### config.mk
export PLATFORM = sky130hd
export DESIGN_NAME = double_ended_queue
export DESIGN_NICKNAME = d
export VERILOG_FILES = /design/src/hdl/deq_pkg.sv /design/src/hdl/deq_store.sv /design/src/hdl/double_ended_queue.sv
export SDC_FILE = /design/constraint.sdc
export NUM_CORES = 1
export LEC_CHECK = 0
export BUFFER_PORTS_ARGS = -buffer_cell sky130_fd_sc_hd__buf_4
export CORE_MARGIN = 8
export CORE_UTILIZATION = 43
export CTS_BUF_LIST = sky130_fd_sc_hd__clkbuf_4
export CTS_CLUSTER_SIZE = 40
export DETAILED_ROUTE_END_ITERATION = 8
export HOLD_SLACK_MARGIN = 0.08
export MAX_ROUTING_LAYER = met4
export SLEW_MARGIN = 40
export SYNTH_ARGS = -nofsm -noshare
export SYNTH_HDL_FRONTEND = slang
export SYNTH_SLANG_ARGS = --single-unit
export TNS_END_PERCENT = 10
### constraint.sdc
create_clock -name clk -period 5.7 [get_ports clk]
set_clock_uncertainty 0.1 [all_clocks]
set_input_delay 1.14 -clock clk [delete_from_list [all_inputs] [get_ports clk]]
set_output_delay 1.14 -clock clk [all_outputs]
set_load 0.1 [all_outputs]
### src/hdl/deq_pkg.sv
package deq_pkg;

  localparam int DEPTH_DEFAULT = 16;
  localparam int DATA_W        = 32;
  localparam int IN_TDATA_W    = 40;
  localparam int OUT_TDATA_W   = 72;
  localparam int COUNT_W       = 5;

  typedef enum logic [1:0] {
    OP_PUSH_BACK  = 2'd0,
    OP_PUSH_FRONT = 2'd1,
    OP_POP_BACK   = 2'd2,
    OP_POP_FRONT  = 2'd3
  } op_t;

  typedef enum logic [1:0] {
    STAT_OK        = 2'd0,
    STAT_UNDERFLOW = 2'd1,
    STAT_OVERFLOW  = 2'd2
  } status_t;

  typedef enum logic [1:0] {
    S_IDLE,
    S_READ,
    S_LOAD
  } state_t;

endpackage

### src/hdl/deq_store.sv
module deq_store #(
  parameter int DEPTH = deq_pkg::DEPTH_DEFAULT,
  parameter int AW    = $clog2(deq_pkg::DEPTH_DEFAULT),
  parameter int DW    = deq_pkg::DATA_W
) (
  input  logic          clk,
  input  logic          wr_en,
  input  logic [AW-1:0] wr_addr,
  input  logic [DW-1:0] wr_data,
  input  logic [AW-1:0] rd_addr_a,
  input  logic [AW-1:0] rd_addr_b,
  output logic [DW-1:0] rd_data_a,
  output logic [DW-1:0] rd_data_b
);

  logic [DW-1:0] mem [DEPTH];

  always_ff @(posedge clk) begin
    if (wr_en) begin
      mem[wr_addr] <= wr_data;
    end
    rd_data_a <= mem[rd_addr_a];
    rd_data_b <= mem[rd_addr_b];
  end

endmodule

### src/hdl/double_ended_queue.sv
// Bounded double-ended queue of signed 32-bit values held in a DEPTH-entry
// circular store (head pointer plus count). Each input item carries an
// operation (push back, push front, pop back, pop front) and a value, and
// gives one result with the front and back values, empty flag, count and
// status. An item passes through accept (pointer update and store write),
// store read of front and back, and result load, in that order; the store
// read is registered, and the load waits while the output is stalled.
// A new item is taken while the previous result waits at the output. No
// clearing pass after reset: entries are only read once written.
module double_ended_queue #(
  parameter int DEPTH = deq_pkg::DEPTH_DEFAULT
) (
  input  logic                             clk,
  input  logic                             rst,
  input  logic                             s_tvalid,
  output logic                             s_tready,
  // op [1:0], data_in [33:2], zero fill [39:34]
  input  logic [deq_pkg::IN_TDATA_W-1:0]   s_tdata,
  output logic                             m_tvalid,
  input  logic                             m_tready,
  // front_value [31:0], back_value [63:32], empty_flag [64],
  // entry_count [69:65], status [71:70]
  output logic [deq_pkg::OUT_TDATA_W-1:0]  m_tdata
);

  localparam int AW = $clog2(DEPTH);
  localparam int CW = $clog2(DEPTH + 1);
  localparam int SW = AW + 1;
  localparam int DW = deq_pkg::DATA_W;
  localparam logic [SW-1:0] DEPTH_S = SW'(DEPTH);
  localparam logic [CW-1:0] DEPTH_C = CW'(DEPTH);
  localparam logic [AW-1:0] LAST_A  = AW'(DEPTH - 1);

  deq_pkg::state_t  state, state_next;
  logic [AW-1:0]    head, head_next;
  logic [CW-1:0]    count, count_next;
  deq_pkg::status_t status, status_next;

  deq_pkg::op_t     op;
  logic [DW-1:0]    din;
  logic             accept, full, empty, load_out;
  logic             wr_en;
  logic [AW-1:0]    wr_addr, push_slot, head_dec, head_inc, back_slot;
  logic [DW-1:0]    rd_front, rd_back;

  // sum is below twice the depth, so one compare and subtract wraps it
  function automatic logic [AW-1:0] wrap(input logic [SW-1:0] s);
    logic [SW-1:0] r;
    r = (s >= DEPTH_S) ? s - DEPTH_S : s;
    return r[AW-1:0];
  endfunction

  assign op     = deq_pkg::op_t'(s_tdata[1:0]);
  assign din    = s_tdata[33:2];
  assign accept = s_tvalid && s_tready;
  assign full   = (count == DEPTH_C);
  assign empty  = (count == '0);

  assign push_slot = wrap(SW'(head) + SW'(count));
  assign back_slot = wrap(SW'(head) + SW'(count) - SW'(1));
  assign head_dec  = (head == '0) ? LAST_A : head - AW'(1);
  assign head_inc  = (head == LAST_A) ? '0 : head + AW'(1);

  // pointer, count, status and store write for the item being accepted
  always_comb begin
    head_next   = head;
    count_next  = count;
    status_next = deq_pkg::STAT_OK;
    wr_en       = 1'b0;
    wr_addr     = push_slot;
    unique case (op)
      deq_pkg::OP_PUSH_BACK: begin
        if (full) begin
          status_next = deq_pkg::STAT_OVERFLOW;
        end else begin
          wr_en      = accept;
          count_next = count + CW'(1);
        end
      end
      deq_pkg::OP_PUSH_FRONT: begin
        wr_addr = head_dec;
        if (full) begin
          status_next = deq_pkg::STAT_OVERFLOW;
        end else begin
          wr_en      = accept;
          head_next  = head_dec;
          count_next = count + CW'(1);
        end
      end
      deq_pkg::OP_POP_BACK: begin
        if (empty) begin
          status_next = deq_pkg::STAT_UNDERFLOW;
        end else begin
          count_next = count - CW'(1);
        end
      end
      deq_pkg::OP_POP_FRONT: begin
        if (empty) begin
          status_next = deq_pkg::STAT_UNDERFLOW;
        end else begin
          head_next  = head_inc;
          count_next = count - CW'(1);
        end
      end
    endcase
  end

  always_comb begin
    state_next = state;
    unique case (state)
      deq_pkg::S_IDLE: if (s_tvalid) state_next = deq_pkg::S_READ;
      deq_pkg::S_READ: state_next = deq_pkg::S_LOAD;
      deq_pkg::S_LOAD: if (!m_tvalid || m_tready) state_next = deq_pkg::S_IDLE;
      default:         state_next = deq_pkg::S_IDLE;
    endcase
  end

  always_comb begin
    s_tready = (state == deq_pkg::S_IDLE);
    load_out = (state == deq_pkg::S_LOAD) && (!m_tvalid || m_tready);
  end

  always_ff @(posedge clk) begin
    if (rst) begin
      state  <= deq_pkg::S_IDLE;
      head   <= '0;
      count  <= '0;
      status <= deq_pkg::STAT_OK;
    end else begin
      state <= state_next;
      if (accept) begin
        head   <= head_next;
        count  <= count_next;
        status <= status_next;
      end
    end
  end

  deq_store #(
    .DEPTH (DEPTH),
    .AW    (AW),
    .DW    (DW)
  ) u_store (
    .clk       (clk),
    .wr_en     (wr_en),
    .wr_addr   (wr_addr),
    .wr_data   (din),
    .rd_addr_a (head),
    .rd_addr_b (back_slot),
    .rd_data_a (rd_front),
    .rd_data_b (rd_back)
  );

  // output register: holds one result while the next item is taken
  always_ff @(posedge clk) begin
    if (rst) begin
      m_tvalid <= 1'b0;
    end else if (load_out) begin
      m_tvalid <= 1'b1;
    end else if (m_tready) begin
      m_tvalid <= 1'b0;
    end
  end

  always_ff @(posedge clk) begin
    if (load_out) begin
      m_tdata <= {status, deq_pkg::COUNT_W'(count), empty,
                  empty ? {DW{1'b0}} : rd_back, empty ? {DW{1'b0}} : rd_front};
    end
  end

endmodule

==> summary.txt, run 1 <==
outcome -> finished clean
async set-reset flop share out of synthesis -> 0
Final Instance Area -> 0.03301 sq mm
XOR/XNOR Fraction of Synth Area -> 0.004168
Synth top area share -> 0.6150
reg-to-reg slack, setup -> 1.77 ns
drt drc -> 0
vias per inst -> 5.693
Worst Hold Slack -> 0.3363 ns
Pre-Repair DR Iteration Count -> 5
main combinational cell family by area after synthesis -> multiplexers
register area share after synthesis -> 0.6697
Pwr per Cell Area -> 419.9 mW/mm^2
die footprint -> 0.07482 sq mm
nets@finish -> 1767
crit end category -> flip-flop
Hold Buf Count CTS -> 0
Synth Register Bits -> 662
Initial DRC Count -> 1194
Post-Synthesis Cells -> 1474
Die W -> 273.5 um
YS warnings -> 0
leak pwr -> 10.95 nW
Crit path largest cell delay -> 0.57 ns
Placed Area -> 0.03058 sq mm
post-CTS resize count -> 0
worst skew pair latency -> 1.00 ns
Crit path required time -> 6.19 ns
WL/cell -> 25.36 um
CTS tree -> done
vias in the first global route -> 16490
clock buffer depth -> 3
prevailing post-synth register cell -> edfxtp_1
ANT nets after route -> 0
WL final -> 69070 um
placed insts -> 2401
hpwl dp -> 38970 um
clk root buf -> clkbuf_4
PnR worst setup slack -> 1.770 ns
worst flop-to-flop path startpoint -> head[0]
minimum clock period -> 3.930 ns
post-CTS setup buffers -> 0
Sum Neg Setup Slack -> 0 ns
CTS buffer count -> 172
CP Launch Type -> flip-flop
largest area contributor in the netlist -> edfxtp_1
Layout area overhead -> 15.76%
Synth cell types -> 49
via count -> 15510
GPL Wtd Cong -> 0.7439
Final setup viols -> 0
CP Max Fanout -> 25
measured slew at the worst slew-check pin -> 0.8529 ns
largest net degree at the start of global routing -> 55
die extent in y -> 273.5 um
Synth Net Count -> 1529
cell row count -> 94
slowest CP cell -> dfxtp_4
Clock H-tree levels -> 4
Top delay family on crit path -> simple AND/OR/NAND/NOR gates
simple-gate area share of the yosys netlist -> 0.04216
Post-synth EDFFs -> 584
Synth Area in Compound Gates -> 0.02264
fin util -> 0.5021
initial antenna violation count -> 2
Area contributors post-synth -> edfxtp_1 61%, mux4_2 20%, dfxtp_1 5.5%, mux2i_1 3.5%, nor2b_1 1.5%
Worst Setup SP -> head[0]
RSZ-0062 raised after global routing -> false
Overflow after GRT -> 0
Initial Util -> 0.4338
critical path data arrival time -> 4.42 ns
max-cap violation count -> 0
worst setup path endpoint -> u_store.mem[1][15]
Max Slew Vio Count -> 0
fmax -> 254.4 MHz
CTS clk-pin slew, worst paths -> 0.07 ns
Avg Cell Area, Syn -> 19.35 sq um
Placement Setup Slack -> 1.404 ns
Cell Chain, Critical Path -> ha_4 -> fa_1 -> inv_1 -> mux2i_1 -> nor4_1 -> nand2_1 -> nor3_4 -> buf_4
Mapped Area -> 0.02852 sq mm
WP depth -> 8
Final Hold Vio Count -> 0
fill count -> 5400
share of cells above drive strength 1 -> 0.3977
overall power -> 13.86 mW
post-synthesis mux area share -> 0.2377
Adder-Cell Fraction of Synth Area -> 0.005353
WS Path Type -> reg -> reg
maximum vdd drop -> 0.3362 mV
Finished Layout Cells -> 2724
port buffer count -> 111
Slew Limit Headroom -> 0.4314
worst r2r dst -> u_store.mem[1][15]
Core ar. -> 0.06575 sq mm
IO Count -> 118
GRT Util Overall -> 0.1918
Buf/Inv on CP -> 2
period utilisation layout -> 0.6895
Hold WC Path Type -> in -> reg
global-route wire length before repair -> 103700 um
cells on worst reg2reg path -> 8
clk sink count -> 662
-- synthesized netlist by cell type (all sizes together) (2+ instances only) --
master	n
a31oi	33
xnor2	8
nor2b	68
a21o	3
nand2	79
ha	9
nor4	2
clkbuf	49
mux4	256
fa	2
nor2	9
mux2i	99
edfxtp	584
inv	8
xor2	3
nor3	17
or2	2
nand2b	4
mux2	2
and2	33
nand3	3
a21oi	17
dfxtp	78
buf	52
a211oi	34
o21ai	6
-- layer usage --
layer | share of wire | global-route usage | vias up
li1 | - | - | 6685
met1 | 0.42 | 0.2420 | 8161
met2 | 0.50 | 0.3049 | 562
met3 | 0.064 | 0.04769 | 100
met4 | 0.019 | 0.06203 | 0
met5 | 0 | - | -
-- sequential cells by signal, summed over array words and instances, names as in the netlist --
| register | count |
|---|---|
| u_store.mem | 512 |
| u_store.rd_data_b | 32 |
| status | 2 |
| m_tdata | 72 |
| u_store.rd_data_a | 32 |
| head | 4 |
| state | 2 |
| m_tvalid | 1 |
| count | 5 |
-- power breakdown --
group | leakage, nW | internal [mW] | switching, mW | total (mW)
sequential | 5.93 | 5.65 | 0.128 | 5.78
combinational | 3.61 | 1.66 | 2.07 | 3.73
clock | 1.40 | 2.40 | 1.95 | 4.35
-- worst min-delay path by stage --
stage           startpoint             endpoint  slack [ns]  cells after the start
2_1_floorplan    status[0]          m_tdata[70]        0.31                      0
3_3_place_gp     status[0]          m_tdata[70]        0.33                      0
3_5_place_dp     status[0]          m_tdata[70]        0.33                      0
4_1_cts        s_tdata[12]  u_store.mem[12][10]        0.19                      1
5_1_grt        s_tdata[11]   u_store.mem[10][9]        0.22                      1
6_report       s_tdata[11]   u_store.mem[10][9]        0.34                      1
-- area by class of cell --
| class | count | area, sq um | share of cell area |
|---|---|---|---|
| flip-flops and latches | 662 | 19110 | 0.5789 |
| multi-input cells | 702 | 9065 | 0.2746 |
| clock buffers | 258 | 1937 | 0.05867 |
| repair buffers | 165 | 1321 | 0.04002 |
| well taps | 864 | 1081 | 0.03275 |
| clock inverters | 62 | 459.2 | 0.01391 |
| inverters | 9 | 33.78 | 0.001023 |
| diodes | 2 | 5.005 | 0.0001516 |
-- cells in the final DEF (no fill, tap or decap), types with 3 or more instances in the layout --
cell type	netlist	final
buf_4	9	153
xor2_1	3	3
mux2i_1	99	98
nor3_4	0	4
dfxtp_4	0	3
buf_6	4	6
nor2b_1	68	67
bufinv_16	0	7
buf_8	0	3
a21oi_1	15	15
nor3_2	0	12
inv_1	8	8
nand2b_1	4	4
o21ai_0	6	6
buf_12	0	3
nand3_1	3	3
a21o_1	3	3
clkinv_4	0	3
xnor2_1	5	5
clkinv_2	0	9
a211oi_1	34	34
ha_1	9	7
and2_1	33	33
nand2_1	78	78
clkinv_1	1	38
a31oi_1	33	33
clkbuf_4	0	258
clkinvlp_4	0	3
nor2_1	9	9
dfxtp_1	78	74
edfxtp_1	584	584
mux4_2	256	256
-- cells by family after synthesis --
family | count (synthesis)
compound gates | 97
xor+xnor | 11
fa+ha+maj | 11
buf+inv | 110
flops | 662
mux | 357
simple gates | 226
-- worst reg2reg max path: cells and delay by family, from the launching register on --
family	cells	cell delay, ns
simple gates	3	1.41
fa+ha+maj	2	0.64
flops	1	0.57
buf+inv	2	0.69
mux	1	0.12
Power figures use the tool's default switching activity.
==> run 2, diff against run 1 <==
Clock period 5.7 ns to 3.4 ns, I/O delays scaled along.
==> run 2 against run 1 <==
Cell count grew 1.8%. Flip-flop and latch count is the same. Sequential share of layout area shrank 0.86 points. Count of clock-buffer cells in the layout shrank 20. Clock power grew 54%. Via count grew 2.2%. Design area grew 1.5%. Highest routed layer unchanged.
==> summary.txt, run 2 (same netlist as run 1, synthesis figures left out) <==
outcome -> finished clean (unchanged)
die footprint -> 0.07482 sq mm (unchanged)
Clock H-tree levels -> 4 (unchanged)
Biggest register -> u_store.mem (unchanged)
Overflow after GRT -> 0 (unchanged)
Hold WC Path Type -> reg -> reg (was in -> reg)
Worst Hold Slack -> 0.3319 ns (was 0.3363 ns)
PnR worst setup slack -> 0.1142 ns (was 1.770 ns)
critical path data arrival time -> 3.82 ns (was 4.42 ns)
met3 Use GR -> 0.04472 (was 0.04769)
cell row count -> 94 (unchanged)
Crit path required time -> 3.93 ns (was 6.19 ns)
CP Launch Type -> flip-flop (unchanged)
Slew Limit Headroom -> 0.5160 (was 0.4314)
share of cells above drive strength 1 -> 0.3860 (was 0.3977)
worst skew pair latency -> 0.99 ns (was 1.00 ns)
Final setup viols -> 0 (unchanged)
initial antenna violation count -> 6 (was 2)
crit end category -> flip-flop (unchanged)
hold path cells -> 0 (was 1)
grt met2 use -> 0.3177 (was 0.3049)
CTS tree -> done (unchanged)
Most Crowded Layer GR -> met2 (unchanged)
drt drc -> 0 (unchanged)
Die W -> 273.5 um (unchanged)
Largest regs -> u_store.mem x512, m_tdata x72 (unchanged)
CP Max Fanout -> 25 (unchanged)
global-route wire length before repair -> 105700 um (was 103700 um)
Max Slew Vio Count -> 0 (unchanged)
CTS buffer count -> 168 (was 172)
minimum clock period -> 3.286 ns (was 3.930 ns)
overall power -> 22.86 mW (was 13.86 mW)
Layout area overhead -> 17.51% (was 15.76%)
maximum vdd drop -> 0.6360 mV (was 0.3362 mV)
fmax -> 304.3 MHz (was 254.4 MHz)
met1 Resource Use GR -> 0.2461 (was 0.2420)
WL final -> 70700 um (was 69070 um)
period utilisation layout -> 0.9664 (was 0.6895)
via count -> 15850 (was 15510)
WL/cell -> 25.49 um (was 25.36 um)
worst r2r dst -> u_store.mem[1][13] (was u_store.mem[1][15])
measured slew at the worst slew-check pin -> 0.7261 ns (was 0.8529 ns)
fin util -> 0.5097 (was 0.5021)
Initial Util -> 0.4338 (unchanged)
vias per inst -> 5.713 (was 5.693)
nets@finish -> 1820 (was 1767)
vias in the first global route -> 16770 (was 16490)
Pwr per Cell Area -> 682.1 mW/mm^2 (was 419.9 mW/mm^2)
most common cell after layout, fill and taps aside -> edfxtp_1 (unchanged)
cells on worst reg2reg path -> 9 (was 8)
Placed Area -> 0.03091 sq mm (was 0.03058 sq mm)
Placement Setup Slack -> 0.1908 ns (was 1.404 ns)
post-CTS resize count -> 0 (unchanged)
worst flop-to-flop path startpoint -> head[0] (unchanged)
CTS clk-pin slew, worst paths -> 0.06 ns (was 0.07 ns)
Core ar. -> 0.06575 sq mm (unchanged)
hpwl dp -> 40720 um (was 38970 um)
max FFs per register -> 512 (unchanged)
Initial DRC Count -> 1295 (was 1194)
RSZ-0062 raised after global routing -> false (unchanged)
clk root buf -> clkbuf_4 (unchanged)
Finished Layout Cells -> 2774 (was 2724)
ANT nets after route -> 0 (unchanged)
clock buffer depth -> 3 (unchanged)
GPL Wtd Cong -> 0.7589 (was 0.7439)
reg-to-reg slack, setup -> 0.11 ns (was 1.77 ns)
port buffer count -> 111 (unchanged)
leak pwr -> 11.13 nW (was 10.95 nW)
Final Hold Vio Count -> 0 (unchanged)
IO Count -> 118 (unchanged)
Pre-Repair DR Iteration Count -> 5 (unchanged)
max-cap violation count -> 0 (unchanged)
Worst Setup SP -> head[0] (unchanged)
Sum Neg Setup Slack -> 0 ns (unchanged)
largest net degree at the start of global routing -> 65 (was 55)
Final Instance Area -> 0.03351 sq mm (was 0.03301 sq mm)
WS Path Type -> reg -> reg (unchanged)
GRT Util Overall -> 0.1964 (was 0.1918)
hold_sp -> status[1] (was s_tdata[11])
fill count -> 5312 (was 5400)
Hold EP -> m_tdata[71] (was u_store.mem[10][9])
clk sink count -> 662 (unchanged)
most frequent cells in the layout -> 584 x edfxtp_1, 256 x mux4_2, 238 x clkbuf_4 (was 584 x edfxtp_1, 258 x clkbuf_4, 256 x mux4_2)
die extent in y -> 273.5 um (unchanged)
placed insts -> 2418 (was 2401)
run 2: cell count changes in the layout (fill, tap and decap cells not counted), sizes merged:
cell         change
clkinvlp         +1
buf             +17
inv              +2
clkbuf          -20
diode            +4
bufinv           -4
clkinv          +10
dlygate4sd3     +40
run 2: what timing repair did:
action / 4_1_cts / 5_1_grt
hold buffers: 40 / 0
hold endpoints to repair: 526 / 0
buffers inserted: 0 / 0
run 2: power breakdown:
group	internal (mW)	switching, mW
clock	3.48	3.22
sequential	9.47	0.180
combinational	2.96	3.54
run 2: worst max-delay path by stage:
stage                              end  slack, ns  depth (start not counted)
floorplan           u_store.mem[11][0]      -1.17                          9
global placement    u_store.mem[12][7]       0.20                          9
detailed placement  u_store.mem[13][7]       0.19                          9
CTS                 u_store.mem[1][13]       0.12                          9
global route        u_store.mem[13][7]      0.007                          9
finish              u_store.mem[1][13]       0.11                          9
run 2: final cells by class:
cell class | instances | area (sq um) | area share
diodes | 6 | 15.01 | 0.0004480
clock buffers | 238 | 1787 | 0.05332
clock inverters | 71 | 379.1 | 0.01131
inverters | 9 | 33.78 | 0.001008
multi-input cells | 702 | 9039 | 0.2697
flip-flops and latches | 662 | 19110 | 0.5703
well taps | 864 | 1081 | 0.03226
repair buffers | 222 | 2066 | 0.06164
run 2: critical path, stage by stage (launching register included):
cell and delay [ns]:
dfxtp_4 0.40, ha_4 0.18, fa_1 0.48, inv_1 0.17, mux2i_1 0.12, nor4_1 0.50, buf_4 0.21, nand2_1 0.14
nor3_2 0.30, buf_12 0.29
run 2: layer usage:
metal,wire (um),share of wire
met5,0,0
met4,1334,0.019
met3,4161,0.059
met2,35850,0.51
met1,29360,0.42
